File: src/lpr_pkg.sv
// lpr_pkg: shared constants, types and control structs of the LED panel pixel remapper
// used by lpr_ctrl, lpr_datapath and led_panel_pixel_remap_top; depends on nothing

package lpr_pkg;

  // frame store geometry
  localparam int unsigned STORE_DEPTH   = 2048;
  localparam int unsigned COLUMN_GROUPS = 4;
  localparam int unsigned MAX_PANELS    = 5;
  localparam int unsigned ADDR_W        = $clog2(STORE_DEPTH);
  localparam int unsigned GRP_W         = $clog2(COLUMN_GROUPS);
  // width of the byte offset arithmetic (group size times groups, head and data offsets)
  localparam int unsigned CALC_W        = 13;

  // address calculation chain length, transfer to dispatch
  localparam int unsigned CALC_STEPS    = 7;
  localparam int unsigned CALC_CNT_W    = $clog2(CALC_STEPS);

  // stream widths
  localparam int unsigned S_TDATA_W     = 32;
  localparam int unsigned M_TDATA_W     = 8;

  // configuration port
  localparam int unsigned CFG_IDX_W     = 3;
  localparam int unsigned CFG_DATA_W    = 9;

  localparam logic [CFG_IDX_W-1:0] REG_DISPLAY_WIDTH      = 3'd0;
  localparam logic [CFG_IDX_W-1:0] REG_DISPLAY_HEIGHT     = 3'd1;
  localparam logic [CFG_IDX_W-1:0] REG_FULL_PANEL_COUNT   = 3'd2;
  localparam logic [CFG_IDX_W-1:0] REG_FULL_PANEL_COLUMNS = 3'd3;
  localparam logic [CFG_IDX_W-1:0] REG_TAIL_PANEL_COLUMNS = 3'd4;

  typedef logic [ADDR_W-1:0] addr_t;
  typedef logic [CALC_W-1:0] calc_t;

  // item kinds carried in the input tuser
  typedef enum logic [1:0] {
    KIND_CLEAR = 2'd0,
    KIND_PIXEL = 2'd1,
    KIND_READ  = 2'd2
  } kind_e;

  // input tdata layout, lowest bits last
  typedef struct packed {
    logic [6:0]  pad;
    logic [10:0] byte_index;
    logic        pixel_lit;
    logic [4:0]  pixel_y;
    logic [7:0]  pixel_x;
  } s_data_t;

  // controller to datapath
  typedef struct packed {
    logic load_item;
    logic clr_step;
    logic mem_rd_pixel;
    logic mem_rd_byte;
    logic wr_pixel;
    logic wr_head;
    logic out_reject;
    logic out_read;
  } ctrl_cmd_t;

  // datapath to controller
  typedef struct packed {
    logic reject;
    logic clr_last;
    logic out_free;
  } dp_stat_t;

endpackage

File: src/lpr_ctrl.sv
// lpr_ctrl: sequencer of the LED panel pixel remapper (clear sweep, address chain, store access)
// depends on lpr_pkg

module lpr_ctrl (
  input  logic                 clk_i,
  input  logic                 rst_ni,
  input  logic                 s_valid_i,
  input  logic [1:0]           s_kind_i,
  input  logic                 s_lit_i,
  output logic                 s_ready_o,
  input  lpr_pkg::dp_stat_t    stat_i,
  output lpr_pkg::ctrl_cmd_t   cmd_o
);

  typedef enum logic [3:0] {
    ST_CLEAR,
    ST_IDLE,
    ST_CALC,
    ST_PX_RD,
    ST_PX_WR,
    ST_PX_HEAD,
    ST_RD_ISSUE,
    ST_RD_DATA,
    ST_REJECT
  } state_e;

  state_e                          state_q, state_d;
  logic [lpr_pkg::CALC_CNT_W-1:0]  calc_cnt_q, calc_cnt_d;
  logic                            is_read_q, is_read_d;
  lpr_pkg::kind_e                  kind;

  assign kind = lpr_pkg::kind_e'(s_kind_i);

  // next state and commands
  always_comb begin
    state_d    = state_q;
    calc_cnt_d = calc_cnt_q;
    is_read_d  = is_read_q;
    cmd_o      = '0;
    s_ready_o  = 1'b0;
    case (state_q)
      ST_CLEAR: begin
        cmd_o.clr_step = 1'b1;
        if (stat_i.clr_last) begin
          state_d = ST_IDLE;
        end
      end
      ST_IDLE: begin
        s_ready_o       = 1'b1;
        cmd_o.load_item = s_valid_i;
        calc_cnt_d      = '0;
        if (s_valid_i) begin
          is_read_d = (kind == lpr_pkg::KIND_READ);
          case (kind)
            lpr_pkg::KIND_CLEAR: state_d = ST_CLEAR;
            lpr_pkg::KIND_PIXEL: state_d = s_lit_i ? ST_CALC : ST_IDLE;
            lpr_pkg::KIND_READ:  state_d = ST_CALC;
            default:             state_d = ST_IDLE;
          endcase
        end
      end
      ST_CALC: begin
        if (calc_cnt_q == lpr_pkg::CALC_CNT_W'(lpr_pkg::CALC_STEPS - 1)) begin
          if (is_read_q) begin
            state_d = ST_RD_ISSUE;
          end else if (stat_i.reject) begin
            state_d = ST_REJECT;
          end else begin
            state_d = ST_PX_RD;
          end
        end else begin
          calc_cnt_d = calc_cnt_q + 1'b1;
        end
      end
      ST_PX_RD: begin
        cmd_o.mem_rd_pixel = 1'b1;
        state_d            = ST_PX_WR;
      end
      ST_PX_WR: begin
        cmd_o.wr_pixel = 1'b1;
        state_d        = ST_PX_HEAD;
      end
      ST_PX_HEAD: begin
        cmd_o.wr_head = 1'b1;
        state_d       = ST_IDLE;
      end
      ST_RD_ISSUE: begin
        cmd_o.mem_rd_byte = 1'b1;
        state_d           = ST_RD_DATA;
      end
      ST_RD_DATA: begin
        if (stat_i.out_free) begin
          cmd_o.out_read = 1'b1;
          state_d        = ST_IDLE;
        end
      end
      ST_REJECT: begin
        if (stat_i.out_free) begin
          cmd_o.out_reject = 1'b1;
          state_d          = ST_IDLE;
        end
      end
      default: begin
        state_d = ST_IDLE;
      end
    endcase
  end

  // state register; reset starts the clearing pass
  always_ff @(posedge clk_i or negedge rst_ni) begin
    if (!rst_ni) begin
      state_q    <= ST_CLEAR;
      calc_cnt_q <= '0;
      is_read_q  <= 1'b0;
    end else begin
      state_q    <= state_d;
      calc_cnt_q <= calc_cnt_d;
      is_read_q  <= is_read_d;
    end
  end

endmodule

File: config.mk
export PLATFORM = sky130hd
export DESIGN_NAME = lpr_ctrl
export DESIGN_NICKNAME = d
export VERILOG_FILES = /design/src/lpr_pkg.sv /design/src/lpr_ctrl.sv
export SDC_FILE = /design/constraint.sdc
export NUM_CORES = 1
export LEC_CHECK = 0
export BUFFER_PORTS_ARGS = -buffer_cell sky130_fd_sc_hd__buf_2
export CORE_AREA = 2 2 39 41
export CTS_CLUSTER_DIAMETER = 80
export DETAILED_ROUTE_END_ITERATION = 12
export DIE_AREA = 0 0 41 43
export PLACE_DENSITY = 0.71
export SYNTH_ARGS = -nofsm -noshare
export SYNTH_HDL_FRONTEND = slang
export SYNTH_SLANG_ARGS = --single-unit
File: constraint.sdc
create_clock -name clk_i -period 4.9 [get_ports clk_i]
set_clock_uncertainty 0.05 [all_clocks]
set_input_delay 0.245 -clock clk_i [delete_from_list [all_inputs] [get_ports clk_i]]
set_output_delay 0.245 -clock clk_i [all_outputs]
set_load 0.01 [all_outputs]
==> flow_metrics.py, run 1 <==
metrics = {
    "sta": {
        "tns_ns": 0,
        "hold_viol_final": 0,
        "worst_pin_slew_ns": 0.441,
        "relSlewSlack": 0.706,
        "finalCritPeriodShare": 0.398,
        "rsz0062_at_grt": "no",
        "finalMaxSlewViolations": 0,
        "finalSetupViolations": 0,
        "layout_setup_ws_ns": 2.95,
        "fmax_ghz": 0.513,
        "period_minus_slack_ns": 1.95,
    },
    "power_and_ir_drop": {
        "peakVddDrop_uv": 252,
        "power_density_mw_per_mm2": 484,
        "power.leakage_nw": 0.344,
    },
    "critical_path": {
        "start_kind": "flip-flop",
        "reg2reg_slack_ns": 3.05,
        "worstPathArrival_ns": 1.65,
        "r2r_end": "state_q[2]$_DFFE_PN0P_",
        "rr_startpoint": "state_q[0]$_DFFE_PN0P_",
        "critical_path.startpoint": "state_q[2]$_DFFE_PN0P_",
        "criticalPathCategory": "reg -> out",
        "rr_worst_depth": 4,
        "cp_max_fo": 11,
        "cp_data_required_time_ns": 4.61,
        "end_kind": "output port",
    },
    "floorplan": {
        "fp-row-count": 14,
        "die_area_mm2": 0.00176,
        "die_h_um": 43,
        "io_pins": 18,
        "fp.dieW_um": 41,
        "start_util": 0.429,
        "core-area_mm2": 0.00138,
    },
    "clock_tree": {
        "cts_tree": "done",
        "cts_made_buffers": 3,
        "post_cts_buffers": 0,
        "clk_pin_slew_ns": 0.06,
        "cts_resized": 0,
        "h-tree-depth": 1,
        "cts_num_sinks": 8,
        "root_buffer": "clkbuf_4",
        "clockBufferDepth": 2,
        "clk_latency_ns": 0.27,
    },
    "grt": {
        "grt_pass1_vias": 470,
        "grt_first_pass_wirelength_um": 2100,
        "grtUsageTotal": 0.187,
        "overflow": 0,
        "antenna_found_initial": 0,
        "grt_max_degree": 14,
    },
    "placement": {
        "post-place-ws_ns": 3.06,
        "dp_hpwl_um": 928,
        "gp_congestion": 0.881,
        "port_buffers": 17,
    },
    "synthesis": {
        "ys_seq_area_frac": 0.338,
        "synthFlopType": "dfrtp_1",
        "synthesis.nets": 80,
        "yosys.cell_types.count": 33,
        "ys_seq_elements": 8,
        "synthArstFlopShare": 1.00,
        "syn_area_um2": 593,
        "postSynthCellCount": 69,
        "synth.yosys.warnings": 0,
        "postSynthAreaPerCell_um2": 8.60,
        "synth_edf_count": 0,
    },
    "run": {
        "cap_violations": 0,
    },
    "hold_path": {
        "min_path_type": "in -> async",
    },
    "detailed_routing": {
        "drc": 0,
        "final_antenna_net_count": 0,
        "drt-total-wl_um": 1280,
        "routedWlPerCell_um": 12.5,
        "initialDrtViolationCount": 3,
        "vias_per_cell": 5.48,
        "drt-pass1-iter-count": 4,
        "vias": 559,
    },
    "finish": {
        "diodes": 0,
        "mostFrequentLayoutCell": "buf_2",
        "areaGrowthSynthToFinish_pct": 19.0,
        "drive_gt1_frac": 0.302,
        "layout.nets": 99,
        "layout_common_cells": "17 x buf_2, 8 x dfrtp_1, 6 x inv_1, 5 x nor2_1, 5 x nand3_1",
    },
    "outcome": {
        "status": "finished clean",
    },
}
[cell usage after synthesis (all sizes together), types with 2 or more instances]
| cell | n | area (um2) |
|---|---|---|
| dfrtp | 8 | 200 |
| inv | 6 | 22.5 |
| nand3 | 5 | 25.0 |
| nor2 | 5 | 18.8 |
| nand2 | 4 | 15.0 |
| nor2b | 4 | 25.0 |
| nor3 | 4 | 20.0 |
| a21oi | 3 | 15.0 |
| buf | 3 | 21.3 |
| o21ai | 3 | 15.0 |
| a211oi | 2 | 20.0 |
| and2 | 2 | 15.0 |
| ha | 2 | 25.0 |
| mux2i | 2 | 20.0 |
[report_power, final]
part	switching, W	internal (W)	leakage [nW]	total [W]
sequential	0.0000365	0.0000834	0.106	0.000120
clock	0.0000251	0.0000282	0.0138	0.0000533
combinational	0.0000893	0.0000793	0.224	0.000169
total	0.000151	0.000191	0.344	0.000342
[cell families after synthesis]
family                     after synthesis  share of synthesized area
xor gates and xnor gates                 1                     0.0148
muxes                                    3                     0.0527
AOI/OAI and AO/OA                       16                      0.196
adders and majority gates                2                     0.0422
and+or+nand+nor                         29                      0.276
DFF                                      8                      0.338
buffers and inverters                   10                     0.0802
[through the flow]
stage	hold WS (ns)	std cells	instance area [um2]	utilization	power (W)
2_1_floorplan	-0.101	69	593	-	0.000248
3_3_place_gp	0.0554	98	673	0.486	0.000285
3_5_place_dp	0.0560	98	673	0.486	0.000288
4_1_cts	0.309	102	706	0.510	0.000343
5_1_grt	0.300	102	706	0.510	0.000373
6_report	0.298	102	706	0.510	0.000342
[state kept, by name, summed over array words and instances (netlist names)]
| name | cells |
|---|---|
| state_q | 4 |
| calc_cnt_q | 3 |
| is_read_q | 1 |
[critical path: stages (launching register included)]
cell and delay (ns):
dfrtp_1 0.49, nor2_1 0.23, nand3_1 0.19, inv_1 0.17, and2_1 0.17, buf_2 0.14
[what timing repair did]
item | in CTS | in global routing
hold buffers | 1 | 0
setup endpoints to repair | 0 | 0
hold endpoints to repair | 8 | 0
[area by class of cell]
class / instances / area, um2
multi-input combinational: 51 / 345
timing repair buffer: 18 / 95.1
inverter: 6 / 22.5
sequential: 8 / 200
fill: 143 / 678
tap: 16 / 20.0
clock buffer: 3 / 22.5
[worst max path at each step]
stage | to | slack, ns | cells past startpoint
6_report | cmd_o[7] | 2.95 | 5
5_1_grt | cmd_o[7] | 2.79 | 5
2_1_floorplan | is_read_q$_DFFE_PN0P_ | 3.19 | 5
3_5_place_dp | state_q[2]$_DFFE_PN0P_ | 3.06 | 4
3_3_place_gp | state_q[2]$_DFFE_PN0P_ | 3.10 | 4
4_1_cts | cmd_o[7] | 2.96 | 5
[per-layer routing]
metal | GRT usage | routed length, um | vias up
li1 | - | - | 285
met1 | 0.232 | 571 | 252
met2 | 0.266 | 585 | 17
met3 | 0.0785 | 87 | 5
met4 | 0.100 | 36 | 0
met5 | 0 | 0 | -
No activity file was read; power rests on OpenSTA's default activity.
==> run 2: changes to the inputs <==
--- a/config.mk
+++ b/config.mk
@@ -5,12 +5,13 @@
 export SDC_FILE = /design/constraint.sdc
 export NUM_CORES = 1
 export LEC_CHECK = 0
+export ABC_AREA = 1
 export BUFFER_PORTS_ARGS = -buffer_cell sky130_fd_sc_hd__buf_2
-export CORE_AREA = 2 2 39 41
+export CORE_MARGIN = 1.5
+export CORE_UTILIZATION = 49
 export CTS_CLUSTER_DIAMETER = 80
 export DETAILED_ROUTE_END_ITERATION = 12
-export DIE_AREA = 0 0 41 43
-export PLACE_DENSITY = 0.71
+export PLACE_DENSITY = 0.75
 export SYNTH_ARGS = -nofsm -noshare
 export SYNTH_HDL_FRONTEND = slang
 export SYNTH_SLANG_ARGS = --single-unit
==> constraint.sdc (replaced) <==
create_clock -name clk_i -period 2 [get_ports clk_i]
set_clock_uncertainty 0.05 [all_clocks]
set_input_delay 0.1 -clock clk_i [delete_from_list [all_inputs] [get_ports clk_i]]
set_output_delay 0.1 -clock clk_i [all_outputs]
set_load 0.01 [all_outputs]
==> flow_metrics.py, run 2 <==
metrics = {
    "outcome": {
        "status": "finished clean",
    },
    "critical_path": {
        "rr_worst_depth": 6,
        "cp_data_required_time_ns": 1.85,
        "cp_max_fo": 8,
        "end_kind": "output port",
        "worstPathArrival_ns": 1.41,
        "start_kind": "flip-flop",
        "criticalPathCategory": "reg -> out",
        "r2r_end": "state_q[2]$_DFFE_PN0P_",
        "reg2reg_slack_ns": 0.62,
        "rr_startpoint": "state_q[0]$_DFFE_PN0P_",
    },
    "clock_tree": {
        "cts_tree": "done",
        "clockBufferDepth": 2,
        "cts_num_sinks": 8,
        "root_buffer": "clkbuf_4",
        "cts_resized": 0,
        "h-tree-depth": 1,
        "clk_latency_ns": 0.25,
        "cts_made_buffers": 3,
        "clk_pin_slew_ns": 0.05,
    },
    "finish": {
        "instances_no_fill": 133,
        "top_regs": "state_q x4, calc_cnt_q x3, is_read_q x1",
        "areaGrowthSynthToFinish_pct": 20.8,
        "layout_common_cells": "22 x nand2_1, 17 x nand3_1, 17 x buf_2, 15 x inv_1, 10 x nor2_1",
        "largest_reg_flops": 4,
        "mostFrequentLayoutCell": "nand2_1",
        "regMostFlops": "state_q",
        "design_area_um2": 793,
        "layout.nets": 131,
        "diodes": 0,
        "drive_gt1_frac": 0.314,
    },
    "synthesis": {
        "ys_seq_area_frac": 0.305,
        "synth_most_common_cell": "nand2_1",
        "postSynthCellCount": 97,
        "synth_edf_count": 0,
        "ys_seq_elements": 8,
        "synthTopCellsByArea": "dfrtp_1 30%, nand3_1 13%, nand2_1 13%, inv_1 8.6%, nor2_4 6.9%",
        "synthFlopType": "dfrtp_1",
        "synthesis.nets": 108,
        "syn_area_um2": 657,
        "synth.top_cell.area_share": 0.305,
        "yosys.cell_types.count": 15,
        "synth.yosys.warnings": 0,
        "synth_common_cells": "22 x nand2_1, 17 x nand3_1, 15 x inv_1",
        "yosys.area.top_type": "dfrtp_1",
        "postSynthAreaPerCell_um2": 6.77,
        "synthArstFlopShare": 1.00,
    },
    "floorplan": {
        "die_area_mm2": 0.00157,
        "io_pins": 18,
        "start_util": 0.518,
        "core-area_mm2": 0.00127,
        "fp.dieW_um": 39.6,
        "fp-row-count": 13,
        "die_h_um": 39.6,
    },
    "power_and_ir_drop": {
        "power_w": 0.000984,
        "power_density_mw_per_mm2": 1240,
        "power.leakage_nw": 0.460,
        "peakVddDrop_uv": 814,
    },
    "detailed_routing": {
        "drt-total-wl_um": 1370,
        "initialDrtViolationCount": 20,
        "drt-pass1-iter-count": 4,
        "drc": 0,
        "vias": 635,
        "final_antenna_net_count": 0,
        "routedWlPerCell_um": 10.3,
        "vias_per_cell": 4.77,
    },
    "grt": {
        "grt_first_pass_wirelength_um": 2100,
        "grtUsageTotal": 0.207,
        "antenna_found_initial": 0,
        "grt_max_degree": 9,
        "overflow": 0,
        "grt_pass1_vias": 503,
    },
    "run": {
        "cap_violations": 0,
    },
    "sta": {
        "finalSetupViolations": 0,
        "hold-worst-slack_ns": 0.0627,
        "hold_viol_final": 0,
        "fmax_ghz": 0.639,
        "period_minus_slack_ns": 1.56,
        "finalMaxSlewViolations": 0,
        "rsz0062_at_grt": "no",
        "relSlewSlack": 0.805,
        "worst_pin_slew_ns": 0.293,
        "finalCritPeriodShare": 0.782,
        "tns_ns": 0,
    },
    "hold_path": {
        "min_path_type": "in -> reg",
        "min_to": "is_read_q$_DFFE_PN0P_",
        "worstHoldStart": "s_kind_i[1]",
        "hold_depth": 3,
    },
    "placement": {
        "gp_congestion": 0.832,
        "placed_cells": 129,
        "placed_cell_area_um2": 761,
        "dp_hpwl_um": 1090,
        "port_buffers": 17,
    },
}
==> run 2: worst max path at each step <==
stage | endpoint | slack [ns] | from | cells after the start
finish | cmd_o[7] | 0.44 | state_q[3]$_DFFE_PN0P_ | 4
detailed placement | state_q[0]$_DFFE_PN0P_ | 0.64 | calc_cnt_q[0]$_DFFE_PN0P_ | 9
floorplan | state_q[1]$_DFFE_PN0P_ | 0.72 | calc_cnt_q[0]$_DFFE_PN0P_ | 9
global placement | state_q[0]$_DFFE_PN0P_ | 0.63 | calc_cnt_q[0]$_DFFE_PN0P_ | 9
global route | cmd_o[1] | 0.35 | state_q[0]$_DFFE_PN0P_ | 4
CTS | cmd_o[7] | 0.43 | state_q[3]$_DFFE_PN0P_ | 4
==> run 2: cell families (layout without fill, tap and decap cells) <==
group                      count (synthesis)  count (layout)  share of synthesized area
adders and majority gates                  2               2                     0.0381
and+or+nand+nor                           64              64                      0.516
DFF                                        8               8                      0.305
AOI/OAI and AO/OA                          5               5                     0.0381
buffers and inverters                     18              39                      0.103
==> run 2: metrics by stage <==
step | util | worst slack, ns
after floorplan | - | 0.716
final | 0.625 | 0.435
after CTS | 0.625 | 0.425
after global routing | 0.625 | 0.354
after detailed placement | 0.600 | 0.640
after global placement | 0.600 | 0.631
==> run 2: cell type report <==
type | count | area [um2]
Clock buffer | 3 | 22.5
Fill cell | 119 | 475
Inverter | 18 | 67.6
Multi-Input combinational cell | 71 | 389
Sequential cell | 8 | 200
Tap cell | 15 | 18.8
Timing Repair Buffer | 18 | 95.1
==> run 2: report_power, final <==
| group | switching (W) | internal [W] | total (W) |
|---|---|---|---|
| Sequential | 0.0000823 | 0.000218 | 0.000300 |
| Clock | 0.0000536 | 0.0000686 | 0.000122 |
| Combinational | 0.000360 | 0.000202 | 0.000561 |
| Total | 0.000495 | 0.000489 | 0.000984 |
==> run 2: per-layer routing <==
| layer | up-vias | GRT usage | share of wire |
|---|---|---|---|
| met4 | 0 | 0.147 | 0.0087 |
| li1 | 344 | - | - |
| met3 | 2 | 0.0227 | 0.035 |
| met1 | 277 | 0.285 | 0.51 |
| met2 | 12 | 0.295 | 0.44 |
| met5 | - | 0 | 0 |
==> run 2: repair_timing <==
item	CTS	global route
hold endpoints to repair	8	0
hold buffers	1	0
setup buffers	0	0
==> run 2: worst max-delay path: stages, from the launching register on <==
cell     delay (ns)
dfrtp_1        0.45
nor2_4         0.24
nand2_2        0.15
nor2_2         0.16
buf_2          0.16
